### config.mk
export PLATFORM = sky130hd
export DESIGN_NAME = http_response_header_parser_unit
export DESIGN_NICKNAME = d
export VERILOG_FILES = /design/src/hrhp_pkg.sv /design/src/hrhp_core.sv /design/src/http_response_header_parser_unit.sv
export VERILOG_INCLUDE_DIRS = /design/src /design/src/src
export SDC_FILE = /design/constraint.sdc
export NUM_CORES = 1
export LEC_CHECK = 0
export ABC_AREA = 1
export BUFFER_PORTS_ARGS = -buffer_cell sky130_fd_sc_hd__buf_2
export CAP_MARGIN = 25
export CORE_MARGIN = 2
export CORE_UTILIZATION = 50
export CTS_CLUSTER_SIZE = 40
export DETAILED_ROUTE_END_ITERATION = 7
export PLACE_DENSITY = 0.74
export SYNTH_ARGS = -nofsm -noshare
export SYNTH_HDL_FRONTEND = slang
export SYNTH_SLANG_ARGS = --single-unit
### constraint.sdc
create_clock -name clock -period 11.26 [get_ports clock]
set_input_delay 0 -clock clock [delete_from_list [all_inputs] [get_ports clock]]
set_output_delay 0 -clock clock [all_outputs]
set_load 0.1 [all_outputs]
### src/assert_macros.svh
// assertion macros used by the parser rtl
`ifndef ASSERT_MACROS_SVH
`define ASSERT_MACROS_SVH

// same-cycle implication, checked on every clock edge outside reset
`define HRHP_ASSERT_IMPLY(label, ante, cons, msg) \
   label: assert property (@(posedge clock) disable iff (reset) (ante) |-> (cons)) \
      else $error(msg);

// next-cycle implication
`define HRHP_ASSERT_NEXT(label, ante, cons, msg) \
   label: assert property (@(posedge clock) disable iff (reset) (ante) |=> (cons)) \
      else $error(msg);

`endif

### src/hrhp_pkg.sv
// types, codes and lookup functions for the response header parser
`timescale 1ns / 1ps

package hrhp_pkg;

   localparam int NAME_MAX_LEN_DEF     = 20;
   localparam int VALUE_MAX_LEN_DEF    = 1024;
   localparam int LOCATION_MAX_LEN_DEF = 256;

   localparam logic [7:0] CHAR_CR    = 8'h0D;
   localparam logic [7:0] CHAR_LF    = 8'h0A;
   localparam logic [7:0] CHAR_NUL   = 8'h00;
   localparam logic [7:0] CHAR_SPACE = 8'h20;
   localparam logic [7:0] CHAR_COLON = 8'h3A;

   localparam logic [9:0] STATUS_OK        = 10'd200;
   localparam logic [9:0] STATUS_MOVED     = 10'd301;
   localparam logic [9:0] STATUS_FOUND     = 10'd302;
   localparam logic [9:0] STATUS_SEE_OTHER = 10'd303;
   localparam logic [9:0] STATUS_TEMP      = 10'd307;

   localparam int LEN_NAME_LEN = 14;
   localparam int LOC_NAME_LEN = 8;

   typedef enum logic [1:0] {
      OP_BYTE  = 2'd0,
      OP_EOS   = 2'd1,
      OP_START = 2'd2
   } op_type;

   typedef enum logic [1:0] {
      OUTCOME_PENDING  = 2'd0,
      OUTCOME_OK       = 2'd1,
      OUTCOME_REDIRECT = 2'd2,
      OUTCOME_FAILED   = 2'd3
   } outcome_type;

   typedef enum logic [1:0] {
      KIND_NONE = 2'd0,
      KIND_LEN  = 2'd1,
      KIND_LOC  = 2'd2
   } kind_type;

   typedef enum logic [10:0] {
      PH_VERSION    = 11'b000_0000_0001,
      PH_STATUS     = 11'b000_0000_0010,
      PH_SKIPLINE   = 11'b000_0000_0100,
      PH_FIELDFIRST = 11'b000_0000_1000,
      PH_NAME       = 11'b000_0001_0000,
      PH_VALUE      = 11'b000_0010_0000,
      PH_SKIPNAME   = 11'b000_0100_0000,
      PH_SKIPVALUE  = 11'b000_1000_0000,
      PH_DONE_OK    = 11'b001_0000_0000,
      PH_DONE_REDIR = 11'b010_0000_0000,
      PH_DONE_FAIL  = 11'b100_0000_0000
   } phase_type;

   typedef struct packed {
      logic        header_done;
      outcome_type outcome;
      logic [9:0]  status_code;
      logic [31:0] content_length;
      logic        content_length_known;
      logic [23:0] header_bytes;
      logic [7:0]  location_byte;
      logic        location_byte_valid;
      logic        location_restart;
   } result_type;

   function automatic logic [7:0] lower_of(input logic [7:0] c);
      if (c inside {[8'h41:8'h5A]}) begin
         return c + 8'd32;
      end
      return c;
   endfunction

   function automatic logic is_ws(input logic [7:0] c);
      return c inside {8'h20, 8'h09, 8'h0B, 8'h0C};
   endfunction

   function automatic logic is_digit(input logic [7:0] c);
      return c inside {[8'h30:8'h39]};
   endfunction

   function automatic logic is_token_byte(input logic [7:0] c);
      if (c < 8'h20) begin
         return 1'b0;
      end
      return !(c inside {"(", ")", "<", ">", "@", ",", ";", ":", "\\", "\"", "/",
                         "[", "]", "?", "=", "{", "}", " "});
   endfunction

   // "content-length", one character per position
   function automatic logic [7:0] len_name_char(input logic [5:0] pos);
      logic [7:0] ch;
      case (pos)
         6'd0:    ch = "c";
         6'd1:    ch = "o";
         6'd2:    ch = "n";
         6'd3:    ch = "t";
         6'd4:    ch = "e";
         6'd5:    ch = "n";
         6'd6:    ch = "t";
         6'd7:    ch = "-";
         6'd8:    ch = "l";
         6'd9:    ch = "e";
         6'd10:   ch = "n";
         6'd11:   ch = "g";
         6'd12:   ch = "t";
         6'd13:   ch = "h";
         default: ch = 8'h00;
      endcase
      return ch;
   endfunction

   // "location", one character per position
   function automatic logic [7:0] loc_name_char(input logic [5:0] pos);
      logic [7:0] ch;
      case (pos)
         6'd0:    ch = "l";
         6'd1:    ch = "o";
         6'd2:    ch = "c";
         6'd3:    ch = "a";
         6'd4:    ch = "t";
         6'd5:    ch = "i";
         6'd6:    ch = "o";
         6'd7:    ch = "n";
         default: ch = 8'h00;
      endcase
      return ch;
   endfunction

   // bit 0: still matches content-length, bit 1: still matches location
   function automatic logic [1:0] match_at(input logic [5:0] pos, input logic [7:0] c);
      logic [7:0] l;
      logic [1:0] m;
      l = lower_of(c);
      m = 2'b00;
      if (pos < 6'(LEN_NAME_LEN) && l == len_name_char(pos)) begin
         m[0] = 1'b1;
      end
      if (pos < 6'(LOC_NAME_LEN) && l == loc_name_char(pos)) begin
         m[1] = 1'b1;
      end
      return m;
   endfunction

endpackage

### src/hrhp_core.sv
// parser state registers and per-item next-state logic
`timescale 1ns / 1ps

module hrhp_core #(
   parameter int NAME_MAX_LEN     = hrhp_pkg::NAME_MAX_LEN_DEF,
   parameter int VALUE_MAX_LEN    = hrhp_pkg::VALUE_MAX_LEN_DEF,
   parameter int LOCATION_MAX_LEN = hrhp_pkg::LOCATION_MAX_LEN_DEF
) (
   input  logic                 clock,
   input  logic                 reset,
   input  logic                 step,
   input  logic [1:0]           op,
   input  logic [7:0]           byte_in,
   output hrhp_pkg::result_type result
);

   localparam int NAME_W  = $clog2(NAME_MAX_LEN);
   localparam int VALUE_W = $clog2(VALUE_MAX_LEN);
   localparam int LOC_W   = $clog2(LOCATION_MAX_LEN);

   hrhp_pkg::phase_type     phase_ff, phase_in;
   logic [9:0]              status_ff, status_in;
   logic [1:0]              digit_count_ff, digit_count_in;
   logic [NAME_W-1:0]       name_length_ff, name_length_in;
   logic [1:0]              name_match_ff, name_match_in;
   hrhp_pkg::kind_type      kind_ff, kind_in;
   logic                    value_started_ff, value_started_in;
   logic [VALUE_W-1:0]      value_length_ff, value_length_in;
   logic [31:0]             accum_ff, accum_in;
   logic                    accum_ok_ff, accum_ok_in;
   logic [31:0]             length_value_ff, length_value_in;
   logic                    length_known_ff, length_known_in;
   logic [LOC_W-1:0]        loc_count_ff, loc_count_in;
   logic [23:0]             byte_count_ff, byte_count_in;

   logic        finished, finished_next;
   logic        do_value, do_commit, do_end;
   logic        emit_valid, emit_restart;
   logic [7:0]  emit_byte;
   logic [7:0]  c;
   logic [3:0]  digit;
   logic [13:0] status_prod;
   logic [35:0] accum_prod;
   logic        redirect_code;

   assign c           = byte_in;
   assign digit       = c[3:0];
   assign status_prod = ({4'b0, status_ff} << 3) + ({4'b0, status_ff} << 1) + {10'b0, digit};
   assign accum_prod  = ({4'b0, accum_ff} << 3) + ({4'b0, accum_ff} << 1) + {32'b0, digit};

   assign redirect_code = status_ff == hrhp_pkg::STATUS_MOVED
                       || status_ff == hrhp_pkg::STATUS_FOUND
                       || status_ff == hrhp_pkg::STATUS_SEE_OTHER
                       || status_ff == hrhp_pkg::STATUS_TEMP;

   assign finished = phase_ff inside {hrhp_pkg::PH_DONE_OK, hrhp_pkg::PH_DONE_REDIR,
                                      hrhp_pkg::PH_DONE_FAIL};
   assign finished_next = phase_in inside {hrhp_pkg::PH_DONE_OK, hrhp_pkg::PH_DONE_REDIR,
                                           hrhp_pkg::PH_DONE_FAIL};

   always_comb begin
      phase_in         = phase_ff;
      status_in        = status_ff;
      digit_count_in   = digit_count_ff;
      name_length_in   = name_length_ff;
      name_match_in    = name_match_ff;
      kind_in          = kind_ff;
      value_started_in = value_started_ff;
      value_length_in  = value_length_ff;
      accum_in         = accum_ff;
      accum_ok_in      = accum_ok_ff;
      length_value_in  = length_value_ff;
      length_known_in  = length_known_ff;
      loc_count_in     = loc_count_ff;
      byte_count_in    = byte_count_ff;
      emit_valid       = 1'b0;
      emit_byte        = 8'h00;
      emit_restart     = 1'b0;
      do_value         = 1'b0;
      do_commit        = 1'b0;
      do_end           = 1'b0;

      if (op == hrhp_pkg::OP_START) begin
         phase_in         = hrhp_pkg::PH_VERSION;
         status_in        = '0;
         digit_count_in   = '0;
         name_length_in   = '0;
         name_match_in    = '0;
         kind_in          = hrhp_pkg::KIND_NONE;
         value_started_in = 1'b0;
         value_length_in  = '0;
         accum_in         = '0;
         accum_ok_in      = 1'b1;
         length_value_in  = '1;
         length_known_in  = 1'b0;
         loc_count_in     = '0;
         byte_count_in    = '0;
      end else if (!finished) begin
         if (op == hrhp_pkg::OP_BYTE) begin
            if (byte_count_ff != '1) begin
               byte_count_in = byte_count_ff + 24'd1;
            end
            // carriage returns and nul bytes only count
            if (c != hrhp_pkg::CHAR_CR && c != hrhp_pkg::CHAR_NUL) begin
               case (phase_ff)
                  hrhp_pkg::PH_VERSION: begin
                     if (c == hrhp_pkg::CHAR_SPACE) begin
                        phase_in       = hrhp_pkg::PH_STATUS;
                        digit_count_in = '0;
                     end
                  end
                  hrhp_pkg::PH_STATUS: begin
                     if (!hrhp_pkg::is_digit(c)) begin
                        phase_in = hrhp_pkg::PH_DONE_FAIL;
                     end else begin
                        status_in      = status_prod[9:0];
                        digit_count_in = digit_count_ff + 2'd1;
                        if (digit_count_ff == 2'd2) begin
                           phase_in = hrhp_pkg::PH_SKIPLINE;
                        end
                     end
                  end
                  hrhp_pkg::PH_SKIPLINE: begin
                     if (c == hrhp_pkg::CHAR_LF) begin
                        phase_in = hrhp_pkg::PH_FIELDFIRST;
                     end
                  end
                  hrhp_pkg::PH_FIELDFIRST: begin
                     if (c == hrhp_pkg::CHAR_LF) begin
                        do_end = 1'b1;
                     end else if (hrhp_pkg::is_ws(c)) begin
                        // continuation line extends the current value
                        phase_in = hrhp_pkg::PH_VALUE;
                        do_value = 1'b1;
                     end else if (hrhp_pkg::is_token_byte(c)) begin
                        do_commit        = 1'b1;
                        name_length_in   = NAME_W'(1);
                        name_match_in    = hrhp_pkg::match_at(6'd0, c);
                        value_length_in  = '0;
                        value_started_in = 1'b0;
                        phase_in         = hrhp_pkg::PH_NAME;
                     end else begin
                        phase_in = hrhp_pkg::PH_SKIPLINE;
                     end
                  end
                  hrhp_pkg::PH_NAME: begin
                     if (c == hrhp_pkg::CHAR_COLON) begin
                        if (name_match_ff[0]
                            && name_length_ff == NAME_W'(hrhp_pkg::LEN_NAME_LEN)) begin
                           kind_in = hrhp_pkg::KIND_LEN;
                        end else if (name_match_ff[1]
                            && name_length_ff == NAME_W'(hrhp_pkg::LOC_NAME_LEN)) begin
                           kind_in = hrhp_pkg::KIND_LOC;
                        end else begin
                           kind_in = hrhp_pkg::KIND_NONE;
                        end
                        value_length_in  = '0;
                        value_started_in = 1'b0;
                        accum_in         = '0;
                        accum_ok_in      = 1'b1;
                        if (kind_in == hrhp_pkg::KIND_LOC) begin
                           loc_count_in = '0;
                           emit_restart = 1'b1;
                        end
                        phase_in = hrhp_pkg::PH_VALUE;
                     end else if (hrhp_pkg::is_token_byte(c)) begin
                        if (name_length_ff >= NAME_W'(NAME_MAX_LEN - 1)) begin
                           phase_in = hrhp_pkg::PH_SKIPNAME;
                        end else begin
                           name_match_in  = name_match_ff
                                          & hrhp_pkg::match_at(6'(name_length_ff), c);
                           name_length_in = name_length_ff + NAME_W'(1);
                        end
                     end else if (c == hrhp_pkg::CHAR_LF) begin
                        phase_in = hrhp_pkg::PH_FIELDFIRST;
                     end else begin
                        phase_in = hrhp_pkg::PH_SKIPLINE;
                     end
                  end
                  hrhp_pkg::PH_VALUE: begin
                     if (c == hrhp_pkg::CHAR_LF) begin
                        phase_in = hrhp_pkg::PH_FIELDFIRST;
                     end else begin
                        do_value = 1'b1;
                     end
                  end
                  hrhp_pkg::PH_SKIPNAME: begin
                     if (c == hrhp_pkg::CHAR_COLON) begin
                        phase_in = hrhp_pkg::PH_SKIPVALUE;
                     end else if (hrhp_pkg::is_token_byte(c)) begin
                        phase_in = hrhp_pkg::PH_SKIPNAME;
                     end else if (c == hrhp_pkg::CHAR_LF) begin
                        phase_in = hrhp_pkg::PH_FIELDFIRST;
                     end else begin
                        phase_in = hrhp_pkg::PH_SKIPLINE;
                     end
                  end
                  hrhp_pkg::PH_SKIPVALUE: begin
                     if (c == hrhp_pkg::CHAR_LF) begin
                        phase_in = hrhp_pkg::PH_FIELDFIRST;
                     end
                  end
                  default: begin
                  end
               endcase
            end
         end else if (op == hrhp_pkg::OP_EOS) begin
            phase_in = hrhp_pkg::PH_DONE_FAIL;
         end
      end

      // one value byte of the current field
      if (do_value) begin
         if (value_length_ff >= VALUE_W'(VALUE_MAX_LEN - 1)) begin
            phase_in = hrhp_pkg::PH_SKIPVALUE;
         end else begin
            value_length_in = value_length_ff + VALUE_W'(1);
            if (kind_ff != hrhp_pkg::KIND_NONE
                && !(!value_started_ff && hrhp_pkg::is_ws(c))) begin
               value_started_in = 1'b1;
               if (kind_ff == hrhp_pkg::KIND_LEN) begin
                  if (accum_ok_ff) begin
                     if (hrhp_pkg::is_digit(c) && accum_prod[35:32] == 4'd0) begin
                        accum_in = accum_prod[31:0];
                     end else begin
                        accum_ok_in = 1'b0;
                     end
                  end
               end else if (kind_ff == hrhp_pkg::KIND_LOC) begin
                  if (loc_count_ff < LOC_W'(LOCATION_MAX_LEN - 1)) begin
                     loc_count_in = loc_count_ff + LOC_W'(1);
                     emit_valid   = 1'b1;
                     emit_byte    = c;
                  end
               end
            end
         end
      end

      // field commit on a new name or on the blank line
      if (do_commit || do_end) begin
         if (kind_ff == hrhp_pkg::KIND_LEN) begin
            length_value_in = accum_ok_ff ? accum_ff : '1;
            length_known_in = accum_ok_ff;
         end
         kind_in = hrhp_pkg::KIND_NONE;
      end

      if (do_end) begin
         if (status_ff == hrhp_pkg::STATUS_OK) begin
            phase_in = hrhp_pkg::PH_DONE_OK;
         end else if (redirect_code && loc_count_ff != '0) begin
            phase_in = hrhp_pkg::PH_DONE_REDIR;
         end else begin
            phase_in = hrhp_pkg::PH_DONE_FAIL;
         end
      end
   end

   always_comb begin
      result.header_done = op != hrhp_pkg::OP_START && !finished && finished_next;
      if (!finished_next) begin
         result.outcome = hrhp_pkg::OUTCOME_PENDING;
      end else if (phase_in == hrhp_pkg::PH_DONE_OK) begin
         result.outcome = hrhp_pkg::OUTCOME_OK;
      end else if (phase_in == hrhp_pkg::PH_DONE_REDIR) begin
         result.outcome = hrhp_pkg::OUTCOME_REDIRECT;
      end else begin
         result.outcome = hrhp_pkg::OUTCOME_FAILED;
      end
      result.status_code          = status_in;
      result.content_length       = length_value_in;
      result.content_length_known = length_known_in;
      result.header_bytes         = byte_count_in;
      result.location_byte        = emit_byte;
      result.location_byte_valid  = emit_valid;
      result.location_restart     = emit_restart;
   end

   always_ff @(posedge clock) begin
      if (reset) begin
         phase_ff         <= hrhp_pkg::PH_VERSION;
         status_ff        <= '0;
         digit_count_ff   <= '0;
         name_length_ff   <= '0;
         name_match_ff    <= '0;
         kind_ff          <= hrhp_pkg::KIND_NONE;
         value_started_ff <= 1'b0;
         value_length_ff  <= '0;
         accum_ff         <= '0;
         accum_ok_ff      <= 1'b1;
         length_value_ff  <= '1;
         length_known_ff  <= 1'b0;
         loc_count_ff     <= '0;
         byte_count_ff    <= '0;
      end else if (step) begin
         phase_ff         <= phase_in;
         status_ff        <= status_in;
         digit_count_ff   <= digit_count_in;
         name_length_ff   <= name_length_in;
         name_match_ff    <= name_match_in;
         kind_ff          <= kind_in;
         value_started_ff <= value_started_in;
         value_length_ff  <= value_length_in;
         accum_ff         <= accum_in;
         accum_ok_ff      <= accum_ok_in;
         length_value_ff  <= length_value_in;
         length_known_ff  <= length_known_in;
         loc_count_ff     <= loc_count_in;
         byte_count_ff    <= byte_count_in;
      end
   end

endmodule

### src/http_response_header_parser_unit.sv
// an accepted item is held in the input register, then its result is registered when that slot frees up
// throughput: one item per cycle while output is drained, as the core state steps with each item that moves on
// the input register and result register both take a new item while output is drained
// reset (synchronous, active high) empties both registers and returns the parser
// to awaiting the version space, with no content length known
`timescale 1ns / 1ps

`include "assert_macros.svh"

module http_response_header_parser_unit #(
   parameter int NAME_MAX_LEN     = hrhp_pkg::NAME_MAX_LEN_DEF,
   parameter int VALUE_MAX_LEN    = hrhp_pkg::VALUE_MAX_LEN_DEF,
   parameter int LOCATION_MAX_LEN = hrhp_pkg::LOCATION_MAX_LEN_DEF
) (
   input  logic        clock,
   input  logic        reset,
   input  logic        req_valid,
   output logic        req_ready,
   input  logic [1:0]  req_op,
   input  logic [7:0]  req_byte_in,
   output logic        rsp_valid,
   input  logic        rsp_ready,
   output logic        rsp_header_done,
   output logic [1:0]  rsp_outcome,
   output logic [9:0]  rsp_status_code,
   output logic [31:0] rsp_content_length,
   output logic        rsp_content_length_known,
   output logic [23:0] rsp_header_bytes,
   output logic [7:0]  rsp_location_byte,
   output logic        rsp_location_byte_valid,
   output logic        rsp_location_restart
);

   logic                 in_valid_ff, in_valid_in;
   logic [1:0]           in_op_ff;
   logic [7:0]           in_byte_ff;
   logic                 rsp_valid_ff, rsp_valid_in;
   hrhp_pkg::result_type result_ff, result_in;
   logic                 advance;
   logic                 accept;

   // the held item moves into the result register when that slot frees up
   assign advance   = in_valid_ff && (!rsp_valid_ff || rsp_ready);
   assign req_ready = !in_valid_ff || advance;
   assign accept    = req_valid && req_ready;

   assign in_valid_in  = accept || (in_valid_ff && !advance);
   assign rsp_valid_in = advance || (rsp_valid_ff && !rsp_ready);

   hrhp_core #(
      .NAME_MAX_LEN     (NAME_MAX_LEN),
      .VALUE_MAX_LEN    (VALUE_MAX_LEN),
      .LOCATION_MAX_LEN (LOCATION_MAX_LEN)
   ) u_core (
      .clock   (clock),
      .reset   (reset),
      .step    (advance),
      .op      (in_op_ff),
      .byte_in (in_byte_ff),
      .result  (result_in)
   );

   always_ff @(posedge clock) begin
      if (reset) begin
         in_valid_ff  <= 1'b0;
         rsp_valid_ff <= 1'b0;
      end else begin
         in_valid_ff  <= in_valid_in;
         rsp_valid_ff <= rsp_valid_in;
      end
   end

   always_ff @(posedge clock) begin
      if (accept) begin
         in_op_ff   <= req_op;
         in_byte_ff <= req_byte_in;
      end
      if (advance) begin
         result_ff <= result_in;
      end
   end

   assign rsp_valid                = rsp_valid_ff;
   assign rsp_header_done          = result_ff.header_done;
   assign rsp_outcome              = result_ff.outcome;
   assign rsp_status_code          = result_ff.status_code;
   assign rsp_content_length       = result_ff.content_length;
   assign rsp_content_length_known = result_ff.content_length_known;
   assign rsp_header_bytes         = result_ff.header_bytes;
   assign rsp_location_byte        = result_ff.location_byte;
   assign rsp_location_byte_valid  = result_ff.location_byte_valid;
   assign rsp_location_restart     = result_ff.location_restart;

   `HRHP_ASSERT_NEXT(a_advance_fills_output, advance, rsp_valid_ff, "item lost between registers")
   `HRHP_ASSERT_IMPLY(a_done_has_outcome, rsp_valid_ff && rsp_header_done, rsp_outcome != hrhp_pkg::OUTCOME_PENDING, "header done without outcome")
   `HRHP_ASSERT_IMPLY(a_location_while_pending, rsp_valid_ff && (rsp_location_byte_valid || rsp_location_restart), rsp_outcome == hrhp_pkg::OUTCOME_PENDING && !rsp_header_done, "location item after header end")
   `HRHP_ASSERT_IMPLY(a_unknown_length_ones, rsp_valid_ff && !rsp_content_length_known, rsp_content_length == 32'hFFFF_FFFF, "unknown length not all ones")
   `HRHP_ASSERT_IMPLY(a_idle_location_zero, rsp_valid_ff && !rsp_location_byte_valid, rsp_location_byte == 8'h00, "location byte set without valid")

endmodule
==> flow_summary.yaml <==
status:
  status: "finished clean"
worst_setup_path:
  cp_cell_sequence: "fa_1 > fa_1 > nand2_1 > nand2_1 > nand3b_1 > nand2_1 > nand2_1 > nand3_1 > nand2_1 > nand3_1 > nand2_1 > nand2_1 > nor2_4 > nand2_2 > inv_2 > nand3_1 > nand2_1 > nand2_1 > a21oi_1"
  critPathMaxFanout: 23
  crit_required_ns: 11.74
  max_stage_delay_ns: 0.58
  startpoint_type: "flip-flop"
  worst_ep_arrival_time_ns: 4.46
  crit_slowest_cell: "fa_1"
  end_kind: "flip-flop"
  cp_common_cell: "nand2_1"
  critPathKind: "flip-flop to flip-flop"
synth:
  netlist_area_sq_um: 16050
  synth-edff-count: 90
  yosys_warnings: 0
  synth_most_common_cell: "nand2_1"
  syn_inst: 2219
  synth-main-ff-cell: "dfxtp_1"
  synth_top_area_share_pct: 19.34
  synth_area_leaders: "dfxtp_1, edfxtp_1, nand2_1"
  syn_nets: 2330
  yosysTopAreaCell: "dfxtp_1"
  synth_sequential_area_ratio_pct: 36.18
  async_reset_ff_share_pct: 0
  avgSynthCellArea_sq_um: 7.231
  yosys-top-cells-count: "nand2_1, inv_1, a21oi_1"
  synth_seq_cells: 245
  synth_cell_type_count: 58
place:
  place_hpwl_mm: 32.25
  io_buffers: 95
  dp.cells: 2648
  gp_congestion: 0.9847
timing:
  skew_ns: 0.01183
  worst_slew_pin_slew_ns: 1.011
  fin_crit_sh_pct: 35.36
  max_slew_margin_pct: 32.57
  finalMaxSlewViolations: 0
  setup-tns-final_ns: 0
  clock.fmax_ghz: 0.2512
  hold_violations: 0
  rsz0062_at_grt: "false"
  fin_crit_ns: 3.982
  setup_violations: 0
grt:
  grt_max_degree: 149
  grt_pass1_wl_mm: 69.82
  antenna_found_initial: 0
  grt_pass1_vias: 13910
  overflow: 0
  grt_usage_pct: 25.61
power:
  p_leak_nw: 8.106
  peakVddDrop_v: 0.00009639
  power_frac_clock_pct: 40.8
  combPwrFrac_pct: 14.8
  p_sw_w: 0.0006465
  p_seq_share_pct: 44.5
  netSwitchingFraction_pct: 29.05
  powerDensity_nw_per_um2: 124.8
  intPower_w: 0.001579
cts:
  cts_max_level: 1
  clkTransAtPathRegs_ns: 0.07
  post_cts_resized: 0
  numCtsBuffers: 26
  cts.root.buffer_cell: "clkbuf_16"
  cts_tree: "yes"
  clk_latency_ns: 0.55
  max-clock-path-buffers: 3
  cts_sinks: 245
layout:
  drive_gt1_share_pct: 10.65
  layout.nets: 2401
  antenna_cells: 0
  synthToLayoutAreaGrowth_pct: 11.16
  fin_cells: 2712
  fill_cells: 3045
die:
  die_height_um: 183.1
  coreArea_sq_um: 31560
  rows: 65
  pin_count: 96
  die-area_sq_um: 33540
  dieWidth_um: 183.1
  initial_utilization_pct: 50.85
worst_hold_path:
  holdCritPathClass: "primary input to flip-flop"
routing:
  drtIter0Drc: 1351
  viasPerCell: 5.587
  route.vias.total: 15150
  wl_per_cell_um: 16.22
  ant_nets: 0
  first_pass_iters: 6
  drc: 0
  wl_mm: 43.99
run:
  maxCapViolations: 0
-- cells in the final DEF, fill, tap and decap left out, types with 5 or more instances in the layout --
cell type      Yosys  layout
nand2_1          478     477
inv_1            304     302
a21oi_1          198     198
nor2_1           192     191
dfxtp_1          155     155
nand3_1          153     153
o21ai_0          135     135
buf_2             12      95
ha_1              93      93
edfxtp_1          90      90
nor3_1            34      34
o211ai_1          32      32
nand4_1           30      30
xor2_1            29      29
clkbuf_16          0      28
a22oi_2           23      23
xnor2_1           19      19
inv_2             18      18
nor2_2            16      17
a31oi_1           17      17
dlygate4sd3_1      0      14
nand2_2           10      11
o21ai_1           10      10
nor4_1            10      10
o21a_1            10      10
o21bai_1           9       9
a211oi_1           9       9
buf_4              4       8
a21oi_2            7       7
nand3b_1           7       7
nor3_2             5       5
-- routing by layer --
metal	vias to the layer above	wire length, um	GRT usage [%]
met4	0	1143	7.968
li1	7523	-	-
met5	-	0	0
met2	514	20590	43.23
met1	7027	19480	35.01
met3	88	2781	2.045
-- stage by stage --
stage / hold slack, ns / power (W) / setup WS, ns / cell area (sq um) / util [%]
after floorplan: 0.09887 / 0.001256 / 6.785 / 16050 / -
after global placement: 0.1777 / 0.001322 / 7.456 / 16750 / 53.08
after detailed placement: 0.1784 / 0.001327 / 7.328 / 16750 / 53.08
after CTS: 0.1487 / 0.002234 / 7.306 / 17800 / 56.42
after global routing: 0.1722 / 0.002306 / 6.899 / 17840 / 56.52
final: 0.1612 / 0.002226 / 7.278 / 17840 / 56.52
-- power by group through the flow --
stage               clock, W  sequential, W  combinational [W]
global placement           0        0.00101           0.000315
floorplan                  0        0.00108           0.000175
global route        0.000954       0.000994           0.000358
detailed placement         0        0.00101           0.000320
CTS                 0.000921       0.000989           0.000324
finish              0.000908       0.000989           0.000328
-- kinds of logic after synthesis --
kind of cell	after synthesis	share of synthesized area [%]
XOR/XNOR	48	2.620
AND/OR/NAND/NOR	957	26.18
buffers and inverters	399	9.739
flip-flops	245	36.18
AO/OA/AOI/OAI	473	17.53
adder cells (fa/ha/maj)	97	7.751
-- flip-flops by register name (all words and copies together), names as in the netlist, 10 cells and up, named ones only --
register,flops
u_core.length_value_ff,32
u_core.accum_ff,32
rsp_status_code,10
u_core.phase_ff,11
rsp_header_bytes,24
rsp_content_length,32
u_core.value_length_ff,10
u_core.status_ff,10
u_core.byte_count_ff,24
-- path summary, 6_finish.rpt --
kind | start | end | slack [ns] | cells after the start
worst min-delay path | req_byte_in[7] | in_byte_ff[7] | 0.16 | 2
worst max-delay path | in_byte_ff[3] | u_core.accum_ff[5] | 7.28 | 19
worst max register to register | in_byte_ff[3] | u_core.accum_ff[5] | 7.28 | 19
worst min register to register | u_core.digit_count_ff[1] | u_core.digit_count_ff[1] | 0.48 | 2
-- repair_timing --
action / in CTS / in global routing
buffers inserted: 0 / 0
endpoints found under the hold margin: 18 / 0
hold buffers: 14 / 0
-- worst max-delay path, delay by kind of cell, from the launching register on --
| kind | cells | cell delay [ns] |
|---|---|---|
| buffers and inverters | 1 | 0.27 |
| adder cells (fa/ha/maj) | 2 | 1.06 |
| flip-flops | 1 | 0.55 |
| AND/OR/NAND/NOR | 15 | 1.91 |
| AO/OA/AOI/OAI | 1 | 0.11 |
-- layout make-up --
type | count | area, sq um | area share [%]
flip-flops and latches | 245 | 5806 | 32.55
clock buffers | 34 | 743.2 | 4.167
inverters | 324 | 1229 | 6.889
repair buffers | 118 | 703.2 | 3.942
multi-input cells | 1575 | 8682 | 48.68
well taps | 402 | 503.0 | 2.820
clock inverters | 14 | 170.2 | 0.9540
(Power assumes the default switching activity.)
